==> src/rtl/hslrgb_pkg.sv <==
`timescale 1ns / 1ps

package hslrgb_pkg;

  localparam int unsigned ColorW = 16;
  localparam int unsigned ChanW  = 8;
  localparam int unsigned HueW   = 6;
  localparam int unsigned SatW   = 3;
  localparam int unsigned LumW   = 7;
  localparam int unsigned AsW    = 10;  // (127 - |2l-127|) * sat, at most 889
  localparam int unsigned TermW  = 16;  // terms over the common denominator 56896
  localparam int unsigned QuotW  = 18;  // numerator * 255 / 64, at most 226695

  // 56896 = 889 * 64: shift out 64, then divide by 889 with a ceiling reciprocal.
  // Exact for every quotient input below 2^28 / 761.
  localparam int unsigned DenShift   = 6;
  localparam int unsigned RecipW     = 19;
  localparam int unsigned RecipShift = 28;
  localparam logic [RecipW-1:0] Recip889 = 19'd301953;
  localparam int unsigned ProdW      = QuotW + RecipW;

  localparam int unsigned QueueDepthDef = 2;

  typedef enum logic [2:0] {
    SecRedGreenUp  = 3'd0,
    SecGreenRedDn  = 3'd1,
    SecGreenBlueUp = 3'd2,
    SecBlueGreenDn = 3'd3,
    SecBlueRedUp   = 3'd4,
    SecRedBlueDn   = 3'd5
  } sector_e;

  typedef struct packed {
    sector_e            sector;
    logic [TermW-1:0]   cd;
    logic [TermW-1:0]   xd;
    logic [TermW-1:0]   md;
  } q_entry_t;

  typedef struct packed {
    logic full;
    logic empty;
  } q_stat_t;

endpackage

==> src/rtl/hslrgb_front.sv <==
`timescale 1ns / 1ps

module hslrgb_front (
  input  logic                        clk_i,
  input  logic                        rst_ni,
  input  logic                        in_valid_i,
  output logic                        in_ready_o,
  input  logic [hslrgb_pkg::ColorW-1:0] in_word_i,
  input  hslrgb_pkg::q_stat_t         q_stat_i,
  output logic                        push_o,
  output hslrgb_pkg::q_entry_t        push_entry_o
);

  localparam int unsigned AsW = hslrgb_pkg::AsW;

  logic                          v_q, v_d;
  logic [hslrgb_pkg::ColorW-1:0] word_q;

  logic [hslrgb_pkg::HueW-1:0]  hue;
  logic [hslrgb_pkg::SatW-1:0]  sat;
  logic [hslrgb_pkg::LumW-1:0]  lum;
  logic [7:0]                   dbl;
  logic [6:0]                   dev;
  logic [6:0]                   a;
  logic [hslrgb_pkg::AsW-1:0]   as_p;
  logic [7:0]                   h3;
  logic [5:0]                   tdev;
  logic [5:0]                   w;
  logic [14:0]                  asw;
  logic [15:0]                  lum448;

  assign push_o     = v_q && !q_stat_i.full;
  assign in_ready_o = !v_q || push_o;

  always_comb begin
    v_d = v_q;
    if (in_valid_i && in_ready_o) begin
      v_d = 1'b1;
    end else if (push_o) begin
      v_d = 1'b0;
    end
  end

  always_ff @(posedge clk_i or negedge rst_ni) begin
    if (!rst_ni) begin
      v_q <= 1'b0;
    end else begin
      v_q <= v_d;
    end
  end

  always_ff @(posedge clk_i) begin
    if (in_valid_i && in_ready_o) begin
      word_q <= in_word_i;
    end
  end

  // Lightness zero gives a zero chroma and zero m, so black falls out of the terms.
  always_comb begin
    hue  = word_q[5:0];
    sat  = word_q[8:6];
    lum  = word_q[15:9];
    dbl  = {lum, 1'b0};
    dev  = (dbl >= 8'd127) ? 7'(dbl - 8'd127) : 7'(8'd127 - dbl);
    a    = 7'd127 - dev;
    as_p = AsW'(a) * AsW'(sat);
    h3   = 8'(hue) * 8'd3;
    tdev = (h3[5:0] >= 6'd32) ? (h3[5:0] - 6'd32) : (6'd32 - h3[5:0]);
    w    = 6'd32 - tdev;
    asw  = 15'(as_p) * 15'(w);
    lum448 = 16'(lum) * 16'd448;
    push_entry_o.sector = hslrgb_pkg::sector_e'(h3[7:5]);
    push_entry_o.cd     = {as_p, 6'b0};
    push_entry_o.xd     = {asw, 1'b0};
    push_entry_o.md     = lum448 - {1'b0, as_p, 5'b0};
  end

endmodule

==> src/rtl/hslrgb_queue.sv <==
`timescale 1ns / 1ps

module hslrgb_queue #(
  parameter int unsigned Depth = hslrgb_pkg::QueueDepthDef
) (
  input  logic                 clk_i,
  input  logic                 rst_ni,
  input  logic                 push_i,
  input  hslrgb_pkg::q_entry_t push_entry_i,
  input  logic                 pop_i,
  output hslrgb_pkg::q_entry_t pop_entry_o,
  output hslrgb_pkg::q_stat_t  stat_o
);

  localparam int unsigned IdxW = (Depth > 1) ? $clog2(Depth) : 1;
  localparam int unsigned CntW = $clog2(Depth + 1);

  hslrgb_pkg::q_entry_t entry_q [Depth];
  logic [IdxW-1:0]      wr_q, wr_d, rd_q, rd_d;
  logic [CntW-1:0]      cnt_q, cnt_d;

  assign stat_o.full  = (cnt_q == CntW'(Depth));
  assign stat_o.empty = (cnt_q == '0);
  assign pop_entry_o  = entry_q[rd_q];

  always_comb begin
    wr_d  = wr_q;
    rd_d  = rd_q;
    cnt_d = cnt_q;
    if (push_i) begin
      wr_d = (wr_q == IdxW'(Depth - 1)) ? '0 : wr_q + 1'b1;
    end
    if (pop_i) begin
      rd_d = (rd_q == IdxW'(Depth - 1)) ? '0 : rd_q + 1'b1;
    end
    if (push_i && !pop_i) begin
      cnt_d = cnt_q + 1'b1;
    end else if (pop_i && !push_i) begin
      cnt_d = cnt_q - 1'b1;
    end
  end

  always_ff @(posedge clk_i or negedge rst_ni) begin
    if (!rst_ni) begin
      wr_q  <= '0;
      rd_q  <= '0;
      cnt_q <= '0;
    end else begin
      wr_q  <= wr_d;
      rd_q  <= rd_d;
      cnt_q <= cnt_d;
    end
  end

  always_ff @(posedge clk_i) begin
    if (push_i) begin
      entry_q[wr_q] <= push_entry_i;
    end
  end

endmodule

==> src/rtl/hslrgb_back.sv <==
`timescale 1ns / 1ps

module hslrgb_back (
  input  logic                        clk_i,
  input  logic                        rst_ni,
  input  hslrgb_pkg::q_stat_t         q_stat_i,
  input  hslrgb_pkg::q_entry_t        entry_i,
  output logic                        pop_o,
  output logic                        out_valid_o,
  input  logic                        out_ready_i,
  output logic [hslrgb_pkg::ChanW-1:0] red_o,
  output logic [hslrgb_pkg::ChanW-1:0] green_o,
  output logic [hslrgb_pkg::ChanW-1:0] blue_o
);

  localparam int unsigned TermW = hslrgb_pkg::TermW;
  localparam int unsigned QuotW = hslrgb_pkg::QuotW;
  localparam int unsigned ProdW = hslrgb_pkg::ProdW;
  localparam int unsigned NumW  = TermW + 9;
  localparam int unsigned Sh    = hslrgb_pkg::RecipShift;
  localparam int unsigned Ds    = hslrgb_pkg::DenShift;

  logic                 v1_q, v2_q;
  logic                 en1, en2;
  logic [QuotW-1:0]     m_q [3];
  logic [ProdW-1:0]     p_q [3];
  logic [TermW-1:0]     v [3];
  logic [QuotW-1:0]     m_d [3];

  assign en2   = !v2_q || out_ready_i;
  assign en1   = !v1_q || en2;
  assign pop_o = en1 && !q_stat_i.empty;

  // Channel picks c, x or zero by hue sector.
  always_comb begin
    unique case (entry_i.sector)
      hslrgb_pkg::SecRedGreenUp: begin
        v[0] = entry_i.cd; v[1] = entry_i.xd; v[2] = '0;
      end
      hslrgb_pkg::SecGreenRedDn: begin
        v[0] = entry_i.xd; v[1] = entry_i.cd; v[2] = '0;
      end
      hslrgb_pkg::SecGreenBlueUp: begin
        v[0] = '0; v[1] = entry_i.cd; v[2] = entry_i.xd;
      end
      hslrgb_pkg::SecBlueGreenDn: begin
        v[0] = '0; v[1] = entry_i.xd; v[2] = entry_i.cd;
      end
      hslrgb_pkg::SecBlueRedUp: begin
        v[0] = entry_i.xd; v[1] = '0; v[2] = entry_i.cd;
      end
      default: begin
        v[0] = entry_i.cd; v[1] = '0; v[2] = entry_i.xd;
      end
    endcase
  end

  // (v + m) * 255, then drop the factor 64 of the denominator.
  always_comb begin
    logic [NumW-1:0] s;
    logic [NumW-1:0] n;
    for (int i = 0; i < 3; i++) begin
      s      = NumW'(v[i]) + NumW'(entry_i.md);
      n      = (s << 8) - s;
      m_d[i] = n[QuotW+Ds-1:Ds];
    end
  end

  always_ff @(posedge clk_i or negedge rst_ni) begin
    if (!rst_ni) begin
      v1_q <= 1'b0;
      v2_q <= 1'b0;
    end else begin
      if (en1) begin
        v1_q <= !q_stat_i.empty;
      end
      if (en2) begin
        v2_q <= v1_q;
      end
    end
  end

  always_ff @(posedge clk_i) begin
    if (pop_o) begin
      m_q <= m_d;
    end
    if (en2 && v1_q) begin
      for (int i = 0; i < 3; i++) begin
        p_q[i] <= ProdW'(m_q[i]) * ProdW'(hslrgb_pkg::Recip889);
      end
    end
  end

  assign out_valid_o = v2_q;
  assign red_o       = p_q[0][Sh+hslrgb_pkg::ChanW-1:Sh];
  assign green_o     = p_q[1][Sh+hslrgb_pkg::ChanW-1:Sh];
  assign blue_o      = p_q[2][Sh+hslrgb_pkg::ChanW-1:Sh];

endmodule

==> src/rtl/packed_hsl_to_rgb_unit.sv <==
`timescale 1ns / 1ps
// channel  dir  payload (lsb first)
// s_axis   in   tdata[15:0]  = color_word
// m_axis   out  tdata[23:0]  = red, green, blue
//
// One color per cycle sustained while m_axis_tready stays high; a result is valid
// once its transfer has passed the input register (loaded at the transfer), then
// the queue entry, sum stage and reciprocal multiply stage.
// The divide by 889 is a 18x19 multiply per channel, which sets the back depth.
// Reset clears all valid flags and queue pointers; payload is not reset.
// A stalled output backs up the back stages, then the queue, then s_axis_tready.

module packed_hsl_to_rgb_unit #(
  parameter int unsigned QueueDepth = hslrgb_pkg::QueueDepthDef
) (
  input  logic        clk_i,
  input  logic        rst_ni,
  input  logic        s_axis_tvalid,
  output logic        s_axis_tready,
  input  logic [15:0] s_axis_tdata,   // color_word[15:0]
  output logic        m_axis_tvalid,
  input  logic        m_axis_tready,
  output logic [23:0] m_axis_tdata    // red[7:0], green[15:8], blue[23:16]
);

  hslrgb_pkg::q_stat_t  q_stat;
  hslrgb_pkg::q_entry_t push_entry, pop_entry;
  logic                 push, pop;

  hslrgb_front u_front (
    .clk_i        (clk_i),
    .rst_ni       (rst_ni),
    .in_valid_i   (s_axis_tvalid),
    .in_ready_o   (s_axis_tready),
    .in_word_i    (s_axis_tdata),
    .q_stat_i     (q_stat),
    .push_o       (push),
    .push_entry_o (push_entry)
  );

  hslrgb_queue #(
    .Depth (QueueDepth)
  ) u_queue (
    .clk_i        (clk_i),
    .rst_ni       (rst_ni),
    .push_i       (push),
    .push_entry_i (push_entry),
    .pop_i        (pop),
    .pop_entry_o  (pop_entry),
    .stat_o       (q_stat)
  );

  hslrgb_back u_back (
    .clk_i       (clk_i),
    .rst_ni      (rst_ni),
    .q_stat_i    (q_stat),
    .entry_i     (pop_entry),
    .pop_o       (pop),
    .out_valid_o (m_axis_tvalid),
    .out_ready_i (m_axis_tready),
    .red_o       (m_axis_tdata[7:0]),
    .green_o     (m_axis_tdata[15:8]),
    .blue_o      (m_axis_tdata[23:16])
  );

endmodule

==> config.mk <==
export PLATFORM = sky130hd
export DESIGN_NAME = packed_hsl_to_rgb_unit
export DESIGN_NICKNAME = d
export VERILOG_FILES = /design/src/rtl/hslrgb_pkg.sv /design/src/rtl/hslrgb_front.sv /design/src/rtl/hslrgb_queue.sv /design/src/rtl/hslrgb_back.sv /design/src/rtl/packed_hsl_to_rgb_unit.sv
export SDC_FILE = /design/constraint.sdc
export NUM_CORES = 1
export LEC_CHECK = 0
export BUFFER_PORTS_ARGS = -buffer_cell sky130_fd_sc_hd__buf_2
export CAP_MARGIN = 20
export CORE_ASPECT_RATIO = 1.4
export CORE_MARGIN = 4
export CORE_UTILIZATION = 66
export DETAILED_ROUTE_END_ITERATION = 7
export PLACE_DENSITY_LB_ADDON = 0.05
export RECOVER_POWER = 25
export SETUP_SLACK_MARGIN = 0.15
export SYNTH_ARGS = -nofsm -noshare
export SYNTH_HDL_FRONTEND = slang
export SYNTH_HIERARCHICAL = 1
export SYNTH_SLANG_ARGS = --single-unit
==> constraint.sdc <==
create_clock -name clk_i -period 7.6 [get_ports clk_i]
set_input_delay 1.14 -clock clk_i [delete_from_list [all_inputs] [get_ports clk_i]]
set_output_delay 1.14 -clock clk_i [all_outputs]
set_load 0.02 [all_outputs]
# Word-level counts from Yosys, hierarchy flattened
# Memories as Yosys holds them, arrays and structs flattened.
# Index checks and enable logic that the tools add are counted.
# W data, S select, Z words.
# op_classes
n_addsub	17
n_mul	7
div_mod_pow	0
n_lt_le_gt_ge	2
n_eq_ne	5
shift	0
muxes	13
bitwise_logic	0
n_reduce_logical	20
# ops
operator	n
$pmux W48 S5	1
$mul A18 B19 Y37 const B	3
$sub A24 B17 Y24	3
$add A16 B16 Y17	3
$sub A16 B15 Y16	1
$mul A10 B6 Y15	1
$sub A7 B7 Y7 const A	2
$sub A6 B6 Y6 const A	2
$mul A7 B3 Y10	1
$mul A7 B3 Y10 const B	1
$ge A8 B7 Y1 const B	1
$mul A6 B2 Y8 const B	1
$mux W1	8
$logic_not A1 Y1	7
$mux W7	1
$sub A7 B7 Y7 const B	1
$eq A3 B2 Y1 const B	2
$ge A6 B6 Y1 const B	1
$logic_and A1 B1 Y1	6
$mux W6	1
$sub A6 B6 Y6 const B	1
$mux W2	2
$reduce_bool A2 Y1	2
$eq A3 B1 Y1 const B	1
other kinds (8)	11
# word_totals
reg_bits	77
latchBits	0
ramBits	199
rom_bits	0
input_bits	20
output_inout_bits	26
wordCells	76
n_memories	2
# mem_list
memory	depth	word_bits	read_ports	rd_clocked_by_memory_dff	wr	line_no	source
u_back.p_q	3	37	3	0	3	hslrgb_back.sv:26	logic [ProdW-1:0] p_q [3];
u_queue.entry_q	2	44	1	0	1	hslrgb_queue.sv:18	hslrgb_pkg::q_entry_t entry_q [Depth];

# Depth between registers and ports, before layout
# Gate-level depths: netlist (run 1).
# logic_depth
word_depth	7
mapped_depth	29
ltp_nobuf	27

# By module
# The synthesis (run 1) kept the hierarchy.
# modules_own_cells
module	n_inst	cells_per_inst	area_per_inst_um2	seq_area_each_um2
hslrgb_back	1	2155	20634.8	2392.3
hslrgb_queue	1	175	4119.0	3163.0
hslrgb_front	1	434	3827.4	505.5

# Worst setup path after synthesis (run 1)
# Ideal clock, no wire load.
# synth_timing
kind	register -> register
from	register u_queue.rd_q
to	register u_back/m_q[17] in the netlist's numbering, data pin
setup_time_ns	0.260
t_arrival_ns	5.825
t_required_ns	7.340
path_slack_ns	1.515
stages_incl_launch_ff	30
n_path_buf	4
synth_period_minus_slack_ns	6.085
path_cell_list	dfrtp_1 buf_6 buf_12 mux2_4 clkbuf_1 inv_1 nor2_1 clkbuf_1 nand2_1 nand2_1 a22o_1 ha_1 nor2b_1 o2111a_1 or4b_1 a31oi_2 o21ai_2 a21o_1 a21o_1 xor2_1 inv_1 ha_1 a21o_1 a21o_1 a21oi_1 nor2b_1 nand4_1 or2_1 nor3_2 xnor2_1
# synth_lines
element	line_no	source
start, declared	hslrgb_queue.sv:19	logic [IdxW-1:0] wr_q, wr_d, rd_q, rd_d;
start signal, assigned	hslrgb_queue.sv:50	rd_q <= rd_d;
end signal, assigned	hslrgb_back.sv:85	m_q <= m_d;
end, declared	hslrgb_back.sv:25	logic [QuotW-1:0] m_q [3];

==> flow_summary.yaml, run 1 <==
status:
  status: "finished with violations"
  violations: "capacitance limit, slew limit"
run:
  maxCapViolCount: 2
critical_path:
  crit_required_ns: 7.88
  crit_fanout: 35
  cpMaxStageDelayCell: "or4b_1"
  path_class: "flop to flop"
  cp_top_family: "compound AO/OA/AOI/OAI gates"
  critPathMaxStageDelay_ns: 0.55
  arrival_ns: 6.84
  endpoint_kind: "flop"
  path_common_cell: "a21o_1"
  crit_path_start_kind: "flop"
  cp_num_buf_inv: 3
finish:
  fin_area_um2: 30100
  instances_no_fill: 3372
  n_fill_cell: 3257
  multiInputGateArea_um2: 20100
  seq_area_um2: 6060
  antennaDiodeCount: 0
  nets: 3632
  area_growth_pct: 5.34
  drive_above_1_share_pct: 8.49
clocking:
  postCtsSetupRepairBufs: 0
  cts_buffer_depth: 3
  path_clk_slew_ns: 0.07
  insertion_delay_ns: 0.56
  h-tree-depth: 1
  cts_tree: "built"
  cts_root_buffer: "clkbuf_16"
  cts.repair.resized: 0
  cts_inserted_buffers: 23
  cts_hold_buffers: 0
  cts_sinks: 203
synthesis:
  yosysMostFrequentCell: "inv_1"
  yosysWarnings: 6
  avgSynthCellArea_um2: 10.3
  synthCells: 2764
  seq_area_frac_synth_pct: 21.2
  synth_top_area_cell: "ha_1"
  synth_area_um2: 28600
  synth_area_leaders: "ha_1, edfxtp_1, fa_1"
  synth_cell_types: 110
  synthArstFlopShare_pct: 3.45
  synth_edf_count: 196
  yosys-top-cells-count: "inv_1, ha_1, fa_1"
  synthFlopType: "edfxtp_1"
  yosysTopAreaCellShare_pct: 22.7
  synth_seq_cells: 203
drt:
  wl_um: 60300
  drtPass1Iterations: 5
  wire_per_inst_um: 17.9
  routed.top_layer: "met4"
  drcViolationCount: 0
  ant_nets: 0
  m1WireLength_um: 23900
  route.met2.wl_um: 31900
  vias_per_cell: 5.69
  wl_met3_um: 1920
  drtIter0Drc: 893
  vias: 19200
floorplanning:
  start_util_pct: 67.2
  ios: 46
  dieArea_um2: 46700
  std_cell_rows: 89
  die_height_um: 254
  die_x_um: 184
  core-area_um2: 42500
place:
  place_ws_ns: 1.13
  io_buffers: 45
  placed_area_um2: 29300
  dpl.hpwl_um: 49900
  gp_congestion: 0.911
  placed_cells: 3330
sta:
  worstMarginPinSlew_ns: 3.35
  hold_violations: 0
  slew_headroom_pct: -123
  rsz0062_at_grt: "false"
  slew_violations: 82
  skew_ns: 0.0386
  tns_ns: 0
  fin_crit_sh_pct: 86.3
  setup_viol: 0
  min_period_ns: 6.56
  setup_slack_ns: 1.04
  fmax_ghz: 0.152
grt:
  grt_max_degree: 66
  grt_remaining_overflow: 0
  grt_pass1_wl_um: 101000
  antenna_found_initial: 0
  grt_pass1_vias: 20900
  track_usage_pct: 26.7
min_path:
  min_path_type: "flop to flop"
## metrics by stage
stage          hold WS, ns  util, %
4_1_cts              0.406     70.8
5_1_grt              0.515     70.8
3_5_place_dp         0.484     68.9
6_report             0.497     70.8
3_3_place_gp         0.479     68.9
2_1_floorplan        0.455        -
## cell type report
type | instances | share of cell area [%]
Multi-Input combinational cell | 1952 | 66.7
Sequential cell | 203 | 20.1
Inverter | 571 | 7.12
Tap cell | 546 | 2.27
Clock buffer | 26 | 2.02
Timing Repair Buffer | 58 | 1.04
Clock inverter | 16 | 0.694
## cell usage in the layout, fill, tap and decap left out, types with 44 or more instances in the layout
cell,count
edfxtp_1,196
nor2_1,117
a21oi_1,105
nand2_1,180
xnor2_1,101
fa_1,284
ha_1,519
mux2_4,49
a21o_1,48
xor2_1,49
buf_2,44
inv_1,570
o21ai_0,54
## registers in the layout, indices dropped and copies added, names as in the netlist
| register | count |
|---|---|
| u_back/out_valid_o | 1 |
| u_front/word_q | 16 |
| u_queue/cnt_q | 2 |
| u_queue/wr_q | 1 |
| u_queue/entry_q | 102 |
| u_queue/rd_q | 1 |
| u_back/p_q | 24 |
| u_back/m_q | 54 |
| u_front/v_q | 1 |
| u_back/v1_q | 1 |
## per-layer routing
layer | GRT usage (%) | up-vias
li1 | - | 9276
met1 | 31.5 | 9391
met2 | 50.1 | 393
met3 | 2.27 | 125
met4 | 10.2 | 0
met5 | 0 | -
## worst reg2reg max path: stages, from the launching register on
cell,delay [ns]
dfrtp_2,0.42
mux2_4,0.49
inv_1,0.42
nor2_1,0.21
a22o_1,0.24
a22o_1,0.23
ha_1,0.21
inv_1,0.08
fa_1,0.20
nor2b_1,0.08
o2111a_1,0.27
or4b_1,0.55
a31oi_2,0.26
o21ai_2,0.12
a21o_1,0.18
a21o_1,0.20
xor2_1,0.21
inv_1,0.11
ha_1,0.37
a21o_1,0.19
a21o_1,0.18
a21oi_1,0.16
nor2b_1,0.24
nand4_1,0.14
or2_1,0.29
nor3_2,0.18
xnor2_1,0.09
## worst paths after layout
path,endpoint,slack [ns],startpoint,cells past startpoint
max reg2reg,u_back/m_q[17],1.04,u_queue/rd_q,26
min reg2reg,u_queue/cnt_q[1],0.50,u_queue/cnt_q[1],1
max in group asynchronous,u_queue/rd_q,6.67,rst_ni,1
max,u_back/m_q[17],1.04,u_queue/rd_q,26
min,u_queue/cnt_q[1],0.50,u_queue/cnt_q[1],1
min in group asynchronous,u_back/v1_q,0.52,rst_ni,1
## kinds of logic after synthesis
| kind of cell | count (synthesis) | share of synthesized area, % |
|---|---|---|
| compound gates | 410 | 10.6 |
| xor+xnor | 160 | 5.19 |
| fa+ha+maj | 804 | 42.7 |
| buf+inv | 623 | 8.76 |
| flops | 203 | 21.2 |
| mux | 67 | 3.25 |
| other cells | 1 | 0.0131 |
| simple gates | 496 | 8.34 |
Power of run 1 is left out: the tool's default activity adds up to more than one toggle a clock period on the data nets, which glitch-free logic cannot reach.
==> run 2, diff against run 1 <==
Settings changed: GPL_ROUTABILITY_DRIVEN set to 0.
Clock period 7.6 ns to 7.3 ns, I/O delays scaled along.
==> run 2 against run 1 <==
Compared with the run above:
- the run still ends with capacitance limit, slew limit left
- clock-buffer cell count rose by 6
- critical path type unchanged
- design area fell by 0.33%
- highest routed layer unchanged
- fmax fell by 1.1%
- worst setup slack got worse by 0.37 ns
- flip-flop and latch count did not move
- critical path depth fell by 2
- non-clock buffer count did not move
- register-to-register slack got worse by 0.37 ns
- cell count barely moved
- wire length fell by 2.1%
==> flow_summary.yaml, run 2 (synthesized netlist as in run 1, its figures left out) <==
clocking:
  cts.repair.resized: 0
  cts_hold_buffers: 0
  postCtsSetupRepairBufs: 0
  insertion_delay_ns: 0.55
  cts_root_buffer: "clkbuf_16"
  path_clk_slew_ns: 0.06
  cts_inserted_buffers: 23
  h-tree-depth: 1
  cts_tree: "built"
  cts_buffer_depth: 3
  cts_sinks: 203
sta:
  hold_violations: 0
  hold_ws_ns: 0.483
  slew_headroom_pct: -109
  skew_ns: 0.0352
  slew_violations: 82
  fin_crit_sh_pct: 90.8
  rsz0062_at_grt: "false"
  worstMarginPinSlew_ns: 3.14
  tns_ns: 0
  fmax_ghz: 0.151
  min_period_ns: 6.63
  setup_slack_ns: 0.669
  setup_viol: 0
floorplanning:
  ios: 46
  die_x_um: 184
  std_cell_rows: 89
  core-area_um2: 42500
  start_util_pct: 67.2
  dieArea_um2: 46700
  die_height_um: 254
critical_path:
  cpMaxStageDelayCell: "edfxtp_1"
  crit_fanout: 10
  crit_required_ns: 7.59
  critPathMaxStageDelay_ns: 0.64
  crit_chain: "xor2_1 -> nand2_1 -> fa_1 -> inv_1 -> ha_1 -> fa_1 -> a21oi_1 -> nor2_1 -> nor2_1 -> xnor2_1 -> inv_1 -> nor2_1 -> fa_1 -> fa_1 -> inv_1 -> fa_1 -> inv_1 -> ha_1 -> a21oi_1 -> o21ai_0 -> a21oi_1 -> o21ai_0 -> xnor2_1 -> xnor2_1"
  path_class: "flop to flop"
  path_common_cell: "fa_1"
  endpoint_kind: "flop"
  crit_path_start_kind: "flop"
  arrival_ns: 6.92
  reg2reg_slack_ns: 0.67
finish:
  largest_reg_flops: 102
  area_growth_pct: 4.99
  drive_above_1_share_pct: 8.18
  nets: 3632
  instances_no_fill: 3371
  final_common_cell: "inv_1"
  reg.largest.list: "u_queue/entry_q x102, u_back/m_q x54, u_back/p_q x24"
  layout_common_cells: "inv_1, ha_1, fa_1"
  antennaDiodeCount: 0
  largest-register: "u_queue/entry_q"
drt:
  ant_nets: 0
  drcViolationCount: 0
  vias: 19300
  wl_um: 59100
  drtPass1Iterations: 5
  drtIter0Drc: 920
  vias_per_cell: 5.74
  wire_per_inst_um: 17.5
grt:
  grt_pass1_vias: 20700
  grt_pass1_wl_um: 99000
  antenna_found_initial: 0
  track_usage_pct: 25.9
  grt_max_degree: 57
  grt_remaining_overflow: 0
place:
  place_ws_ns: 0.702
  placed_cells: 3329
  io_buffers: 45
  dpl.hpwl_um: 48800
min_path:
  min_path_type: "flop to flop"
status:
  status: "finished with violations"
  violations: "capacitance limit, slew limit"
run:
  maxCapViolCount: 2
[run 2: cell types whose count changed in the layout (fill, tap and decap cells not counted), sizes merged]
cell      before  now
bufinv         3    1
clkbuf        29   35
clkinv         6    4
clkinvlp       2    1
inv          576  574
[run 2: critical path, delay by kind of cell, from the launching register on]
family / cells / cell delay (ns)
compound gates: 5 / 0.93
xor+xnor: 4 / 0.97
buf+inv: 4 / 0.31
fa+ha+maj: 7 / 3.01
flops: 1 / 0.64
simple gates: 4 / 0.51
[run 2: layout make-up]
type | count | area, um2
Inverter | 571 | 2140
Tap cell | 546 | 683
Clock buffer | 32 | 619
Clock inverter | 9 | 93.8
Timing Repair Buffer | 58 | 318
Multi-Input combinational cell | 1952 | 20100
Fill cell | 3264 | 12500
Sequential cell | 203 | 6060
[run 2: worst paths after layout]
kind                                          end               start  cells after the start
max                        u_queue/entry_q[0][31]  u_front/word_q[15]                     24
min                              u_queue/cnt_q[1]    u_queue/cnt_q[1]                      1
max reg2reg                u_queue/entry_q[0][31]  u_front/word_q[15]                     24
min reg2reg                      u_queue/cnt_q[1]    u_queue/cnt_q[1]                      1
max in group asynchronous            u_queue/rd_q              rst_ni                      1
min in group asynchronous      u_back/out_valid_o              rst_ni                      1
[run 2: per-stage QoR]
step	utilization, %	area (um2)
5_1_grt	70.5	30000
2_1_floorplan	-	28600
3_5_place_dp	68.9	29300
6_report	70.5	30000
4_1_cts	70.5	30000
3_3_place_gp	68.9	29300
[run 2: routing by layer]
| layer | GRT usage (%) | routed length [um] | vias up |
|---|---|---|---|
| li1 | - | - | 9297 |
| met2 | 48.4 | 31000 | 418 |
| met5 | 0 | 0 | - |
| met4 | 10.6 | 2750 | 0 |
| met1 | 30.6 | 23400 | 9460 |
| met3 | 2.34 | 1950 | 159 |
Power of run 2 is left out for the same reason.
==> run 3, diff against run 2 <==
Settings changed: CORE_ASPECT_RATIO 1.4 to unset, CTS_CLUSTER_SIZE set to 24.
==> run 3 against run 2 <==
Compared with the run above:
- the run still ends with capacitance limit, slew limit left
- clock-buffer cell count down 4
- wire length shrank 2.2%
- design area is 0.50% higher
- first-iteration DRC count is 27% higher
- die area about the same
- fmax up 0.26%
- worst hold slack got worse by 0.025 ns
- critical path type unchanged
==> flow_summary.yaml, run 3 (synthesized netlist as in run 1, its figures left out) <==
status:
  status: "finished with violations"
  violations: "capacitance limit, slew limit"
sta:
  setup_slack_ns: 0.687
  tns_ns: 0
  worstMarginPinSlew_ns: 3.01
  hold_ws_ns: 0.457
  hold_violations: 0
  fmax_ghz: 0.151
  fin_crit_sh_pct: 90.6
  setup_viol: 0
  min_period_ns: 6.61
  slew_violations: 82
  skew_ns: 0.0388
  slew_headroom_pct: -100
  rsz0062_at_grt: "false"
finish:
  n_fill_cell: 3228
  final_common_cell: "inv_1"
  drive_above_1_share_pct: 8.41
  reg.largest.list: "u_queue/entry_q x102, u_back/m_q x54, u_back/p_q x24"
  largest_reg_flops: 102
  antennaDiodeCount: 0
  area_growth_pct: 5.52
  seq_area_um2: 6060
  nets: 3636
  multiInputGateArea_um2: 20100
  largest-register: "u_queue/entry_q"
  layout_common_cells: "inv_1, ha_1, fa_1"
clocking:
  cts_sinks: 203
  insertion_delay_ns: 0.56
  cts_inserted_buffers: 24
  h-tree-depth: 1
  cts_tree: "built"
  cts_root_buffer: "clkbuf_16"
  cts_buffer_depth: 3
  path_clk_slew_ns: 0.06
drt:
  drtIter0Drc: 1170
  vias_per_cell: 5.64
  drcViolationCount: 0
  ant_nets: 0
  drtPass1Iterations: 5
  vias: 19200
  wl_um: 57700
  wire_per_inst_um: 16.9
grt:
  grt_max_degree: 57
  grt_pass1_vias: 20300
  grt_pass1_wl_um: 97700
  antenna_found_initial: 0
  grt_remaining_overflow: 0
  track_usage_pct: 25.3
place:
  dpl.hpwl_um: 48100
  place_ws_ns: 0.638
  io_buffers: 45
critical_path:
  path_class: "flop to flop"
  endpoint_kind: "flop"
  reg2reg_slack_ns: 0.69
  arrival_ns: 6.89
  crit_required_ns: 7.58
  crit_fanout: 7
  crit_path_start_kind: "flop"
  r2r-start: "u_back/m_q[33]"
  reg2reg_depth: 20
  reg2reg_to: "u_back/p_q[0][72]"
floorplanning:
  ios: 46
  core-area_um2: 42400
  dieArea_um2: 46700
  std_cell_rows: 75
  die_x_um: 216
  start_util_pct: 67.4
  die_height_um: 216
min_path:
  min_path_type: "input pin to async pin"
run:
  maxCapViolCount: 2
-- run 3: cell types whose count changed in the layout (fill, tap and decap cells not counted), sizes merged --
| cell | change |
|---|---|
| inv | -3 |
| clkinv | +7 |
| bufinv | +2 |
| clkinvlp | +1 |
| buf | +3 |
| clkbuf | -4 |
-- run 3: how the worst max path moves through the flow --
stage,end,from,cells after the start,slack [ns]
3_5_place_dp,u_queue/entry_q[1][31],u_front/word_q[15],24,0.64
3_3_place_gp,u_back/p_q[0][72],u_back/m_q[33],20,0.83
2_1_floorplan,u_back/m_q[17],u_queue/rd_q,29,1.21
5_1_grt,u_queue/entry_q[1][31],u_front/word_q[15],22,0.25
4_1_cts,u_queue/entry_q[1][31],u_front/word_q[15],24,0.61
6_report,u_back/p_q[0][72],u_back/m_q[33],20,0.69
-- run 3: critical path, cell delays in order, from the launching register on --
cell,delay [ns]
edfxtp_1,0.53
fa_1,0.58
inv_1,0.05
fa_1,0.48
fa_1,0.54
inv_1,0.06
fa_1,0.52
fa_1,0.50
ha_1,0.30
ha_1,0.33
a21oi_1,0.16
o22ai_1,0.08
o21ai_0,0.14
a21boi_0,0.10
o21ai_0,0.16
nand2b_1,0.08
a211oi_1,0.62
o21ai_0,0.34
o41ai_1,0.49
o21bai_1,0.13
xnor2_1,0.14
-- run 3: repair_timing --
item	4_1_cts	5_1_grt
hold buffers	0	0
setup endpoints to repair	0	2
buffers inserted	0	2
resized for setup	0	1
-- run 3: per-stage QoR --
step                util, %  cells  instance area (um2)
floorplan                 -   2778                28600
global placement       69.2   3362                29300
detailed placement     69.2   3362                29300
CTS                    71.1   3406                30100
global route           71.1   3408                30200
finish                 71.1   3408                30200
-- run 3: layout make-up --
type,count,share of cell area [%]
Clock buffer,28,2.04
Multi-Input combinational cell,1952,66.6
Inverter,571,7.11
Clock inverter,16,0.606
Sequential cell,203,20.1
Tap cell,577,2.39
Timing Repair Buffer,61,1.12
-- run 3: routing by layer --
metal,routed length [um],global-route usage (%),up-vias
met5,0,0,-
li1,-,-,9304
met3,2850,3.45,107
met4,1520,6.23,0
met1,25500,33.8,9369
met2,27900,44.2,451
Power of run 3 is left out for the same reason.
